===== config.mk =====
export PLATFORM = sky130hd
export DESIGN_NAME = csv_field_tokenizer_core
export DESIGN_NICKNAME = d
export VERILOG_FILES = /design/src/rtl/cft_pkg.sv /design/src/rtl/cft_step.sv /design/src/rtl/csv_field_tokenizer_core.sv
export VERILOG_INCLUDE_DIRS = /design/src /design/src/rtl
export SDC_FILE = /design/constraint.sdc
export NUM_CORES = 1
export LEC_CHECK = 0
export ABC_AREA = 1
export BUFFER_PORTS_ARGS = -buffer_cell sky130_fd_sc_hd__buf_2
export CAP_MARGIN = 20
export CORE_UTILIZATION = 38
export DETAILED_ROUTE_END_ITERATION = 10
export HOLD_SLACK_MARGIN = 0.05
export PLACE_DENSITY_LB_ADDON = 0.15
export SYNTH_ARGS = -nofsm -noshare
export SYNTH_HDL_FRONTEND = slang
export SYNTH_SLANG_ARGS = --single-unit

===== constraint.sdc =====
create_clock -name clock -period 10.4 [get_ports clock]
set_input_delay 0 -clock clock [delete_from_list [all_inputs] [get_ports clock]]
set_output_delay 0 -clock clock [all_outputs]
set_load 0.1 [all_outputs]

===== src/rtl/csv_field_tokenizer_core_assert.svh =====
// ----------------------------------------------------------------------------
// CSV field tokenizer assertion macros
// Shared property forms for the tokenizer's concurrent checks.
// ----------------------------------------------------------------------------
`ifndef CSV_FIELD_TOKENIZER_CORE_ASSERT_SVH
`define CSV_FIELD_TOKENIZER_CORE_ASSERT_SVH

// The consequent must hold in the same cycle as the antecedent.
`define CFT_ASSERT_NOW(label, ante, cons, msg) \
   label: assert property (@(posedge clock) disable iff (reset) (ante) |-> (cons)) \
      else $error(msg);

// The consequent must hold in the cycle after the antecedent.
`define CFT_ASSERT_NEXT(label, ante, cons, msg) \
   label: assert property (@(posedge clock) disable iff (reset) (ante) |=> (cons)) \
      else $error(msg);

`endif


===== src/rtl/cft_pkg.sv =====
// ----------------------------------------------------------------------------
// CSV field tokenizer package
// Beat types, tokenizer state, register indexes and result codes.
// ----------------------------------------------------------------------------
package cft_pkg;

   localparam int unsigned RSP_SLOTS = 3;

   localparam logic [20:0] FIELD_LIMIT = 21'd1048576;
   localparam logic [32:0] CELL_SAT    = 33'h1_0000_0000;

   localparam logic [15:0] QUOTE_CU = 16'h0022;
   localparam logic [15:0] LF_CU    = 16'h000A;
   localparam logic [15:0] CR_CU    = 16'h000D;

   localparam logic [1:0] KIND_CHAR      = 2'd0;
   localparam logic [1:0] KIND_FIELD_END = 2'd1;
   localparam logic [1:0] KIND_ROW_END   = 2'd2;
   localparam logic [1:0] KIND_FINISHED  = 2'd3;

   localparam logic [1:0] STATUS_OK        = 2'd0;
   localparam logic [1:0] STATUS_TOO_LARGE = 2'd1;
   localparam logic [1:0] STATUS_NO_DATA   = 2'd2;

   localparam logic [1:0] CSR_DELIMITER  = 2'd0;
   localparam logic [1:0] CSR_CELL_LIMIT = 2'd1;
   localparam logic [1:0] CSR_ROW_LIMIT  = 2'd2;

   typedef struct packed {
      logic [15:0] code_unit;
      logic        text_end;
   } req_type;

   typedef struct packed {
      logic [1:0]  kind;
      logic [15:0] char_out;
      logic        quote_flag;
      logic [1:0]  status;
      logic        final_res;
   } rsp_type;

   typedef struct packed {
      logic [15:0] delimiter;
      logic [31:0] cell_limit;
      logic [15:0] row_limit;
   } cfg_type;

   localparam cfg_type CFG_RESET = '{
      delimiter:  16'd44,
      cell_limit: 32'hFFFF_FFFF,
      row_limit:  16'hFFFF
   };

   typedef struct packed {
      logic        inside_quotes;
      logic        quote_pending;
      logic        field_quoted;
      logic [20:0] field_length;
      logic [32:0] row_cell_count;
      logic [32:0] total_cell_count;
      logic [16:0] row_count;
      logic        failed;
   } state_type;

   localparam state_type STATE_RESET = '0;

   function automatic rsp_type mk_char(input logic [15:0] ch);
      rsp_type r;
      r = '0;
      r.kind = KIND_CHAR;
      r.char_out = ch;
      return r;
   endfunction

   function automatic rsp_type mk_end(input logic [1:0] kind, input logic quoted);
      rsp_type r;
      r = '0;
      r.kind = kind;
      r.quote_flag = quoted;
      return r;
   endfunction

   function automatic rsp_type mk_fin(input logic [1:0] status, input logic fin);
      rsp_type r;
      r = '0;
      r.kind = KIND_FINISHED;
      r.status = status;
      r.final_res = fin;
      return r;
   endfunction

endpackage


===== src/rtl/cft_step.sv =====
// ----------------------------------------------------------------------------
// CSV field tokenizer step
// Next tokenizer state and up to three results for one code unit.
// ----------------------------------------------------------------------------
module cft_step import cft_pkg::*; (
   input  state_type   cur_state,
   input  cfg_type     cfg,
   input  req_type     item,
   output state_type   nxt_state,
   output logic [1:0]  rsp_count,
   output rsp_type     rsp_list [RSP_SLOTS]
);

   state_type   st;
   logic [1:0]  n;
   logic        consumed;
   logic        row_req;
   logic        fail;
   logic [33:0] total_sum;
   logic [32:0] total_sat;

   always_comb begin
      st = cur_state;
      n = '0;
      for (int i = 0; i < RSP_SLOTS; i++) begin
         rsp_list[i] = '0;
      end
      consumed = 1'b0;
      row_req = 1'b0;
      fail = 1'b0;
      total_sum = '0;
      total_sat = '0;

      if (cur_state.failed) begin
         if (item.text_end) begin
            rsp_list[n] = mk_fin(STATUS_TOO_LARGE, 1'b1);
            n = n + 2'd1;
            st = STATE_RESET;
         end
      end else begin
         if (st.quote_pending) begin
            st.quote_pending = 1'b0;
            if (item.code_unit == QUOTE_CU) begin
               rsp_list[n] = mk_char(QUOTE_CU);
               n = n + 2'd1;
               if (st.field_length <= FIELD_LIMIT) begin
                  st.field_length = st.field_length + 21'd1;
               end
               consumed = 1'b1;
            end else begin
               st.inside_quotes = 1'b0;
            end
         end

         if (!consumed) begin
            if (st.inside_quotes) begin
               if (item.code_unit == QUOTE_CU) begin
                  st.quote_pending = 1'b1;
               end else begin
                  rsp_list[n] = mk_char(item.code_unit);
                  n = n + 2'd1;
                  if (st.field_length <= FIELD_LIMIT) begin
                     st.field_length = st.field_length + 21'd1;
                  end
               end
            end else if (item.code_unit == QUOTE_CU) begin
               st.inside_quotes = 1'b1;
               st.field_quoted = 1'b1;
               if (st.field_length > FIELD_LIMIT) begin
                  fail = 1'b1;
               end
            end else if (item.code_unit == cfg.delimiter) begin
               rsp_list[n] = mk_end(KIND_FIELD_END, st.field_quoted);
               n = n + 2'd1;
               st.field_quoted = 1'b0;
               st.field_length = '0;
               if (st.row_cell_count < CELL_SAT) begin
                  st.row_cell_count = st.row_cell_count + 33'd1;
               end
            end else if (item.code_unit == LF_CU) begin
               row_req = 1'b1;
            end else if (item.code_unit == CR_CU) begin
               if (st.field_length > FIELD_LIMIT) begin
                  fail = 1'b1;
               end
            end else begin
               if (st.field_length <= FIELD_LIMIT) begin
                  st.field_length = st.field_length + 21'd1;
               end
               if (st.field_length > FIELD_LIMIT) begin
                  fail = 1'b1;
               end else begin
                  rsp_list[n] = mk_char(item.code_unit);
                  n = n + 2'd1;
               end
            end
         end

         if (!fail && (row_req || (item.text_end && (st.field_length != '0 ||
               st.row_cell_count != '0 || st.field_quoted)))) begin
            total_sum = {1'b0, st.total_cell_count} + {1'b0, st.row_cell_count} + 34'd1;
            total_sat = (total_sum > {1'b0, CELL_SAT}) ? CELL_SAT : total_sum[32:0];
            st.total_cell_count = total_sat;
            if (total_sat > {1'b0, cfg.cell_limit} ||
                  st.row_count >= ({1'b0, cfg.row_limit} + 17'd1)) begin
               fail = 1'b1;
            end else begin
               st.row_count = st.row_count + 17'd1;
               rsp_list[n] = mk_end(KIND_ROW_END, st.field_quoted);
               n = n + 2'd1;
               st.field_quoted = 1'b0;
               st.field_length = '0;
               st.row_cell_count = '0;
            end
         end

         if (fail) begin
            rsp_list[n] = mk_fin(STATUS_TOO_LARGE, item.text_end);
            n = n + 2'd1;
            if (item.text_end) begin
               st = STATE_RESET;
            end else begin
               st.failed = 1'b1;
            end
         end else if (item.text_end) begin
            rsp_list[n] = mk_fin((st.row_count == '0) ? STATUS_NO_DATA : STATUS_OK, 1'b1);
            n = n + 2'd1;
            st = STATE_RESET;
         end
      end

      nxt_state = st;
      rsp_count = n;
   end

endmodule


===== src/rtl/csv_field_tokenizer_core.sv =====
// ----------------------------------------------------------------------------
// CSV field tokenizer core
// Streaming quote-aware CSV tokenizer over 16-bit code units.
// ----------------------------------------------------------------------------
// The req channel carries one code unit per beat with a flag on the last unit
// of the text. The rsp channel carries field characters, field ends, row ends
// and a finished beat with a status for each text. Both channels use valid
// and stall; a beat moves on a clock edge with valid high and stall low.
// The user must write the registers (delimiter, cell and row limits) on the
// csr port only while the block is idle; the block has no check for it.
// A code unit is captured in an input register and decoded once the result
// buffer is empty or handing out its last beat; its zero to three results are
// registered into the three-entry result buffer, whose head is offered on rsp.
// One code unit is taken per cycle when each unit yields at most one result
// and rsp does not stall; a unit with more results holds up the next unit
// until its results drain, since the buffer drains one beat per cycle.
// A stall on rsp holds the buffer and backs up into req_stall.
// Reset empties both stages, clears the tokenizer state and loads the
// register defaults.
// ----------------------------------------------------------------------------
`include "csv_field_tokenizer_core_assert.svh"

module csv_field_tokenizer_core import cft_pkg::*; (
   input  logic        clock,
   input  logic        reset,
   input  logic        req_valid,
   output logic        req_stall,
   input  req_type     req_data,
   output logic        rsp_valid,
   input  logic        rsp_stall,
   output rsp_type     rsp_data,
   input  logic        csr_we,
   input  logic [1:0]  csr_index,
   input  logic [31:0] csr_wdata
);

   logic       in_valid_ff, in_valid_in;
   req_type    in_data_ff, in_data_in;
   state_type  state_ff, state_in;
   cfg_type    cfg_ff, cfg_in;
   rsp_type    buf_ff [RSP_SLOTS];
   rsp_type    buf_in [RSP_SLOTS];
   logic [1:0] cnt_ff, cnt_in;

   state_type  step_state;
   logic [1:0] step_cnt;
   rsp_type    step_list [RSP_SLOTS];

   logic pop;
   logic run_step;
   logic load;

   cft_step u_step (
      .cur_state (state_ff),
      .cfg       (cfg_ff),
      .item      (in_data_ff),
      .nxt_state (step_state),
      .rsp_count (step_cnt),
      .rsp_list  (step_list)
   );

   assign rsp_valid = (cnt_ff != 2'd0);
   assign rsp_data  = buf_ff[0];
   assign pop       = rsp_valid && !rsp_stall;
   assign run_step  = in_valid_ff && ((cnt_ff == 2'd0) || ((cnt_ff == 2'd1) && pop));
   assign req_stall = in_valid_ff && !run_step;
   assign load      = req_valid && !req_stall;

   always_comb begin
      in_valid_in = in_valid_ff;
      in_data_in = in_data_ff;
      if (load) begin
         in_valid_in = 1'b1;
         in_data_in = req_data;
      end else if (run_step) begin
         in_valid_in = 1'b0;
      end
   end

   always_comb begin
      state_in = state_ff;
      buf_in = buf_ff;
      cnt_in = cnt_ff;
      if (run_step) begin
         state_in = step_state;
         buf_in = step_list;
         cnt_in = step_cnt;
      end else if (pop) begin
         buf_in[0] = buf_ff[1];
         buf_in[1] = buf_ff[2];
         cnt_in = cnt_ff - 2'd1;
      end
   end

   always_comb begin
      cfg_in = cfg_ff;
      if (csr_we) begin
         case (csr_index)
            CSR_DELIMITER:  cfg_in.delimiter = csr_wdata[15:0];
            CSR_CELL_LIMIT: cfg_in.cell_limit = csr_wdata;
            CSR_ROW_LIMIT:  cfg_in.row_limit = csr_wdata[15:0];
            default:        cfg_in = cfg_ff;
         endcase
      end
   end

   always_ff @(posedge clock) begin
      if (reset) begin
         in_valid_ff <= 1'b0;
         state_ff <= STATE_RESET;
         cfg_ff <= CFG_RESET;
         cnt_ff <= 2'd0;
      end else begin
         in_valid_ff <= in_valid_in;
         state_ff <= state_in;
         cfg_ff <= cfg_in;
         cnt_ff <= cnt_in;
      end
   end

   always_ff @(posedge clock) begin
      in_data_ff <= in_data_in;
      buf_ff <= buf_in;
   end

   `CFT_ASSERT_NEXT(a_text_end_clears, run_step && in_data_ff.text_end,
      state_ff == STATE_RESET, "tokenizer state not cleared after the last code unit")
   `CFT_ASSERT_NOW(a_finish_is_last, run_step && (step_cnt == 2'd2 || step_cnt == 2'd3),
      step_list[0].kind != KIND_FINISHED, "finished beat is not the last of its group")
   `CFT_ASSERT_NOW(a_full_buffer_stalls, in_valid_ff && (cnt_ff == 2'd2 || cnt_ff == 2'd3),
      req_stall, "code unit taken while the result buffer still holds several beats")

endmodule

## After elaboration in Yosys (flattened, before gate mapping)

Cells that the tools add are included.

| operators by class | value |
|---|---|
| $add $sub $neg | 11 |
| multiply operators | 0 |
| div/mod/pow operators | 0 |
| $lt $le $gt $ge | 14 |
| equality and inequality tests | 8 |
| shift operators | 0 |
| multiplexer cells | 121 |
| bitwise logic cells | 3 |
| reductions and logical operators | 31 |

Operators by type and width:

| cell | number |
|---|---|
| $mux 66 | 14 |
| $mux 108 | 4 |
| $mux 21 | 17 |
| $bwmux 66 | 5 |
| $mux 105 | 2 |
| $mux 22 | 7 |
| $demux 22 s2 | 3 |
| $mux 33 | 4 |
| $mux 44 | 3 |
| $mux 57 | 2 |
| $mux 107 | 1 |
| $mux 55 | 1 |
| $mux 54 | 1 |
| $mux 2 | 22 |
| $add 21x1->21 const B | 2 |
| $gt 21x21->1 const B | 2 |
| $le 21x21->1 const B | 2 |
| $add 33x33->34 | 1 |
| $add 34x1->34 const B | 1 |
| $gt 34x33->1 const B | 1 |
| $add 33x1->33 const B | 1 |
| $gt 33x32->1 | 1 |
| $lt 33x33->1 const B | 1 |
| $mux 1 | 33 |
| 25 further kinds | 57 |

| storage, ports and cells | value |
|---|---|
| bits in registers | 258 |
| bits in latches | 0 |
| bits in writable memories | 0 |
| bits in read-only memories | 0 |
| output and inout port bits | 24 |
| logic and storage cells | 218 |
| memories kept | 0 |

## Logic depth before layout (Yosys ltp)

Gate-level depths: netlist (run 1).

| logic depth | value |
|---|---|
| word-level depth | 40 |
| depth in mapped cells | 65 |

## By module

From an unflattened synthesis (run 1), not the netlist that was laid out.

| unflattened totals | value |
|---|---|
| cell total of the unflattened synthesis | 3173 |
| area total of the unflattened synthesis | 20261.9 sq um |

By module, submodules not included:

| module | times used | cells an instance | area each (sq um) | seq. area each (sq um) |
|---|---|---|---|---|
| cft_step | 1 | 2141 | 10866.7 | 0.0 |
| csv_field_tokenizer_core | 1 | 1032 | 9395.3 | 5995.8 |

## Least setup slack after synthesis (run 1)

No wires, ideal clock.

| path | value |
|---|---|
| path type | register -> register |
| start point | register in_data_ff[4] in the netlist's numbering |
| end point | register buf_ff (netlist bit rsp_data[10]) (data pin) |
| setup time | 0.254 ns |
| arrival | 8.026 ns |
| required time | 10.146 ns |
| path slack | 2.121 ns |
| cell stages (with the launch flop) | 60 |
| period minus slack after synthesis | 8.279 ns |
| path through | edfxtp_1 inv_1 or2_2 nand3_1 nor3_1 nand2_1 nor3_1 clkbuf_1 nand2_1 nand2_1 inv_1 ha_1 fa_1 o211a_1 o21ai_0 a21oi_1 o31ai_1 a21oi_1 [24 not listed] nand2_1 nand3_1 nand2_1 a21o_1 o41ai_1 nand3_1 clkbuf_1 inv_1 xor2_1 nand2_1 nand2_1 ha_1 nand2_2 nand2_2 nor2_4 buf_6 nand3_1 nand2_1 |

RTL lines:

| what | line | source |
|---|---|---|
| start, declared | csv_field_tokenizer_core.sv:38 | `req_type in_data_ff, in_data_in;` |
| start signal, assigned | csv_field_tokenizer_core.sv:122 | `in_data_ff <= in_data_in;` |
| end signal, assigned | csv_field_tokenizer_core.sv:123 | `buf_ff <= buf_in;` |
| end, declared | csv_field_tokenizer_core.sv:41 | `rsp_type buf_ff [RSP_SLOTS];` |

==> results by group, run 1 <==
Critical path
  • Critical path's slowest cell: edfxtp_1
  • CP most frequent cell: nand2_1
  • Critical Path AT: 9820 ps
  • Startpoint Class: flip-flop
  • Crit path capture type: flip-flop
  • Critical setup path kind: reg2reg
  • Register-to-register setup slack: 1020 ps
  • CP max FO: 18
  • Crit-path max cell delay: 430 ps
  • Critical path data required time: 10840 ps

Yosys
  • Syn_area_per_cell: 6.67 µm²
  • Mapped Area: 17600 µm²
  • Cell taking the most area after synthesis: dfxtp_1
  • Synth top area share: 0.199
  • FF+latch count, synth: 242
  • Yosys cell types: 62
  • Ys async rst share: 0
  • YS warnings: 0
  • EDFF count, synth: 67
  • Seq/Total Area, Yosys: 0.313
  • Ys flop type: dfxtp_1
  • Gate Count Post-Synth: 2641
  • Synth area leaders: dfxtp_1, nand2_1, edfxtp_1, ha_1, a21oi_1

Routing
  • DRC: 0
  • Vias: 17417
  • Final antenna-violating net count: 0
  • Vias per inst: 5.17
  • Wire length per cell: 16.8 µm
  • Initial DRC Count: 1192
  • Final Routed Wirelength: 56.7 mm
  • Pre-antenna DRT Iters: 5

Pwr
  • Leak: 9.19 nW
  • P_sw: 1.36 mW
  • Final Power: 3.46 mW
  • Power share of the sequential group: 0.352
  • Clock network fraction of total power: 0.326
  • Pwr dens: 171 nW/µm²
  • Internal power: 2.10 mW
  • Worst-case vdd ir drop: 0.000298 V
  • Sw frac: 0.394
  • Combinational power share: 0.322

Global routing
  • Largest net degree at the start of global routing: 101
  • Global-route wire length before repair: 90.1 mm
  • Tot GR Track Use: 0.239
  • Initial antenna violation count: 0
  • Overflow after GRT: 0
  • Vias in the first global route: 16555

Timing
  • RSZ-0062 raised after global routing: no
  • Final Hold Vio Count: 0
  • Max-slew violations: 0
  • Fmax: 107 MHz
  • Final min period: 9380 ps
  • Sum Neg Setup Slack: 0 ps
  • Clock skew: 24.9 ps
  • # setup viols final: 0
  • Tightest Pin Transition: 1050 ps
  • Rel. slew slack: 0.301
  • Final period util: 0.902

Floorplanning
  • Core ar.: 45600 µm²
  • IO Pins: 80
  • Die width: 217 µm
  • Die Y: 217 µm
  • DIE AREA: 47200 µm²
  • Starting Density: 0.386
  • Std-Cell Rows: 78

Finish
  • Finished Layout Cells: 3371
  • Nets: 2903
  • N_diodes: 0
  • Syn-to-layout area delta: 14.6%
  • Post-route cell area: 20200 µm²
  • Share of cells above drive strength 1: 0.0881
  • Fill count: 4723

Placed design
  • Dpl hpwl: 42.1 mm
  • Cells after DPL: 3240
  • Final Wtd Congestion: 0.957
  • IO Port Bufs: 79
  • Placed Area: 18300 µm²

Job
  • # Max-Cap Violations: 0

Clocking
  • Htree depth: 1
  • Clk sink count: 242
  • CTS max path bufs: 3
  • Clock latency on the worst-skew pair: 590 ps
  • TritonCTS clock tree: yes
  • CTS root buf: clkbuf_16
  • CTS Buf Count: 31
  • Worst-path clk slew: 60 ps

Run status
  • Outcome: completed

Min path
  • Hold Crit Class: in2reg
-- kinds of logic after synthesis --
| kind of cell | count (synthesis) | synth area share |
|---|---|---|
| flops | 242 | 0.313 |
| other cells | 2 | 0.000427 |
| buf+inv | 369 | 0.0915 |
| simple gates | 1434 | 0.349 |
| xor+xnor | 87 | 0.0437 |
| fa+ha+maj | 100 | 0.0715 |
| compound gates | 407 | 0.130 |
-- power by group through the flow --
| stage | Sequential (mW) | Clock [mW] | Combinational, mW |
|---|---|---|---|
| floorplan | 1.21 | 0 | 0.904 |
| CTS | 1.22 | 1.15 | 1.11 |
| detailed placement | 1.23 | 0 | 1.09 |
| finish | 1.22 | 1.13 | 1.11 |
| global route | 1.23 | 1.18 | 1.21 |
| global placement | 1.23 | 0 | 1.07 |
-- registers in the layout, summed over array words and instances, names as in the netlist --
signal,flops
cnt_ff,2
in_valid_ff,1
rsp_data,22
cfg_ff,64
state_ff,108
in_data_ff,17
buf_ff,28
-- cell type report --
| type | instances | area [µm²] | share of cell area |
|---|---|---|---|
| Clock buffer | 42 | 877 | 0.0435 |
| Timing Repair Buffer | 177 | 1330 | 0.0658 |
| Multi-Input combinational cell | 2047 | 10600 | 0.525 |
| Inverter | 248 | 931 | 0.0462 |
| Tap cell | 600 | 751 | 0.0372 |
| Sequential cell | 242 | 5520 | 0.273 |
| Clock inverter | 15 | 181 | 0.00900 |
-- timing repair --
item                       in CTS  in global routing
hold endpoints to repair       94                  0
setup endpoints to repair       0                106
gates resized for setup         0                  9
setup buffers                   0                  1
hold buffers                   73                  0
-- critical path, delay by kind of cell (launching register included) --
family | cells | cell delay (ps)
and+or+nand+nor | 30 | 3830
AOI/OAI and AO/OA | 16 | 2990
adders and majority gates | 4 | 1150
buffers and inverters | 8 | 810
DFF | 1 | 430
-- synth_stat cells (all sizes together) (3+ instances only) --
library cell and count:
nand2 846, clkbuf 65, buf 56, a31oi 3, a211oi 8, o21ai 125
nor2 280, nor3 38, o211ai 43, edfxtp 67, a21boi 4, nand3 169
a22oi 5, ha 99, xor2 57, nor4 13, nand3b 11, dfxtp 175
a21oi 195, or2 5, nand4 67, a21o 4, xnor2 30, inv 246
-- worst paths after layout --
path | from | end | depth (start not counted)
worst max-delay path | in_data_ff[8]$_DFFE_PP_ | rsp_data[8]$_DFFE_PP_ | 58
worst min-delay path | req_data[13] | in_data_ff[13]$_DFFE_PP_ | 2
worst max register to register | in_data_ff[8]$_DFFE_PP_ | rsp_data[8]$_DFFE_PP_ | 58
worst min register to register | state_ff[105]$_SDFFE_PP0P_ | state_ff[105]$_SDFFE_PP0P_ | 2
-- per-layer routing --
layer,vias up,part of all wire,global-route usage
met5,-,0,0
met4,0,0.028,0.0735
met3,76,0.041,0.0229
met2,419,0.48,0.411
met1,8034,0.45,0.313
li1,8888,-,-
-- through the flow --
step	utilization	hold WS [ps]	setup WS [ps]
after floorplan	-	98.9	2120
after global placement	0.402	187	535
after detailed placement	0.402	179	304
after CTS	0.442	104	254
after global routing	0.443	136	13.2
final	0.443	140	1020
-- cells in the final DEF (no fill, tap or decap), types with 24 or more instances in the layout --
| cell type | Yosys | final |
|---|---|---|
| nor2_1 | 257 | 254 |
| xnor2_1 | 30 | 30 |
| xor2_1 | 56 | 56 |
| nand4_1 | 67 | 67 |
| o21ai_0 | 106 | 102 |
| nand3_1 | 164 | 163 |
| buf_4 | 30 | 24 |
| inv_1 | 233 | 232 |
| nor3_1 | 36 | 33 |
| buf_2 | 14 | 79 |
| dfxtp_1 | 175 | 175 |
| dlygate4sd3_1 | 0 | 73 |
| o211ai_1 | 43 | 43 |
| ha_1 | 99 | 99 |
| a21oi_1 | 195 | 195 |
| clkbuf_16 | 0 | 31 |
| nand2_1 | 824 | 820 |
| edfxtp_1 | 67 | 67 |
Note: power is estimated with default switching activity, not from simulation.
==> inputs of run 2 (changes only) <==
--- a/config.mk
+++ b/config.mk
@@ -8,7 +8,6 @@
 export LEC_CHECK = 0
 export ABC_AREA = 1
 export BUFFER_PORTS_ARGS = -buffer_cell sky130_fd_sc_hd__buf_2
-export CAP_MARGIN = 20
 export CORE_UTILIZATION = 38
 export DETAILED_ROUTE_END_ITERATION = 10
 export HOLD_SLACK_MARGIN = 0.05
==> constraint.sdc (replaced) <==
create_clock -name clock -period 10.4 [get_ports clock]
set_input_delay 2.08 -clock clock [delete_from_list [all_inputs] [get_ports clock]]
set_output_delay 2.08 -clock clock [all_outputs]
set_load 0.1 [all_outputs]
==> run 2 against run 1 <==
Compared with the run above: global-route usage decreased by 0.41 points; clock skew decreased by 13 ps; sequential share of layout area is 1.1 points higher; sequential power hardly changed; critical path type unchanged; largest power group unchanged.
==> results by group, run 2 (synthesis gave the netlist of run 1 again) <==
Min path
  • Hold Crit Class: reg2reg

Timing
  • Final min period: 9550 ps
  • Final period util: 0.919
  • Fmax: 105 MHz
  • Final Hold Vio Count: 0
  • Clock skew: 11.8 ps
  • Rel. slew slack: 0.220
  • Tightest Pin Transition: 1160 ps
  • Max-slew violations: 0
  • # setup viols final: 0
  • WHS: 470 ps

Routing
  • Pre-antenna DRT Iters: 7
  • Final antenna-violating net count: 0
  • DRC: 0
  • Final Routed Wirelength: 55.6 mm
  • Initial DRC Count: 1209
  • Wire length per cell: 16.9 µm
  • Vias per inst: 5.20
  • Vias: 17127

Clocking
  • Clk sink count: 242
  • CTS Buf Count: 31
  • CTS max path bufs: 3
  • Htree depth: 1
  • Clock latency on the worst-skew pair: 570 ps
  • Hold-fix buffers, CTS: 0
  • Worst-path clk slew: 60 ps
  • CTS root buf: clkbuf_16
  • TritonCTS clock tree: yes

Placed design
  • Final Wtd Congestion: 0.957
  • Placed Area: 18300 µm²
  • Cells after DPL: 3239
  • IO Port Bufs: 79
  • Dpl hpwl: 41.9 mm

Critical path
  • CP max FO: 18
  • Startpoint Class: flip-flop
  • CP most frequent cell: nand2_1
  • Crit path capture type: flip-flop
  • Critical path data required time: 10830 ps
  • Family with the most delay on the worst path: simple AND/OR/NAND/NOR gates
  • Crit path buf inv count: 8
  • Critical setup path kind: reg2reg
  • Critical path's slowest cell: edfxtp_1
  • Critical Path AT: 9980 ps
  • Crit-path max cell delay: 440 ps

Finish
  • Share of cells above drive strength 1: 0.0883
  • Biggest regs: state_ff x108, cfg_ff x64, buf_ff x28
  • N_diodes: 0
  • Most frequent cells in the layout: nand2_1, nor2_1, inv_1
  • Finished Layout Cells: 3295
  • Nets: 2829
  • Most common cell after layout, fill and taps aside: nand2_1
  • Post-route cell area: 19400 µm²
  • Max reg flops: 108
  • Syn-to-layout area delta: 9.98%
  • Largest Register: state_ff

Floorplanning
  • Die Y: 217 µm
  • DIE AREA: 47200 µm²
  • Core ar.: 45600 µm²
  • Die width: 217 µm
  • IO Pins: 80
  • Std-Cell Rows: 78
  • Starting Density: 0.386

Pwr
  • Leak: 8.87 nW
  • Worst-case vdd ir drop: 0.000219 V
  • Final Power: 3.36 mW
  • Pwr dens: 174 nW/µm²

Global routing
  • Tot GR Track Use: 0.234
  • Largest net degree at the start of global routing: 101
  • Vias in the first global route: 15917
  • Global-route wire length before repair: 88.0 mm
  • Initial antenna violation count: 0
  • Overflow after GRT: 0

Run status
  • Outcome: completed

Job
  • # Max-Cap Violations: 0
## run 2: repair_timing
action,CTS,global route
setup buffers,0,1
setup endpoints to repair,0,100
resized for setup,0,9
## run 2: path summary, 6_finish.rpt
check	from	to	slack (ps)	cells past startpoint
setup / recovery	in_data_ff[8]$_DFFE_PP_	rsp_data[14]$_DFFE_PP_	850	56
hold / removal	state_ff[105]$_SDFFE_PP0P_	state_ff[105]$_SDFFE_PP0P_	470	2
setup reg to reg	in_data_ff[8]$_DFFE_PP_	rsp_data[14]$_DFFE_PP_	850	56
hold reg to reg	state_ff[105]$_SDFFE_PP0P_	state_ff[105]$_SDFFE_PP0P_	470	2
## run 2: metrics by stage
| stage | setup slack (ps) | setup TNS (ps) | utilization |
|---|---|---|---|
| after floorplan | 2120 | 0 | - |
| after global placement | 535 | 0 | 0.402 |
| after detailed placement | 281 | 0 | 0.402 |
| after CTS | 182 | 0 | 0.424 |
| after global routing | -7.16 | -7.16 | 0.425 |
| final | 847 | 0 | 0.425 |
## run 2: worst min-delay path: stages (launching register included)
cell     delay (ps)
dfxtp_1         310
nand2_1          60
a21oi_1          50
## run 2: area by class of cell
type | count | area (µm²)
Clock inverter | 10 | 103
Sequential cell | 242 | 5520
Tap cell | 600 | 751
Clock buffer | 45 | 888
Multi-Input combinational cell | 2047 | 10600
Inverter | 248 | 931
Fill cell | 4826 | 26200
Timing Repair Buffer | 103 | 588
## run 2: routing by layer
metal	GRT usage	vias up	wire length, µm
met3	0.0222	84	2100
met5	0	-	0
met2	0.400	392	26200
met4	0.0683	0	1550
met1	0.313	7920	25700
li1	-	8731	-
## run 2: report_power, final
| part | total (mW) | leakage, nW | switching, mW | internal (mW) |
|---|---|---|---|---|
| registers | 1.22 | 2.07 | 0.0697 | 1.15 |
| logic | 1.09 | 6.32 | 0.843 | 0.247 |
| clock network | 1.06 | 0.482 | 0.423 | 0.634 |
| total | 3.36 | 8.87 | 1.34 | 2.03 |
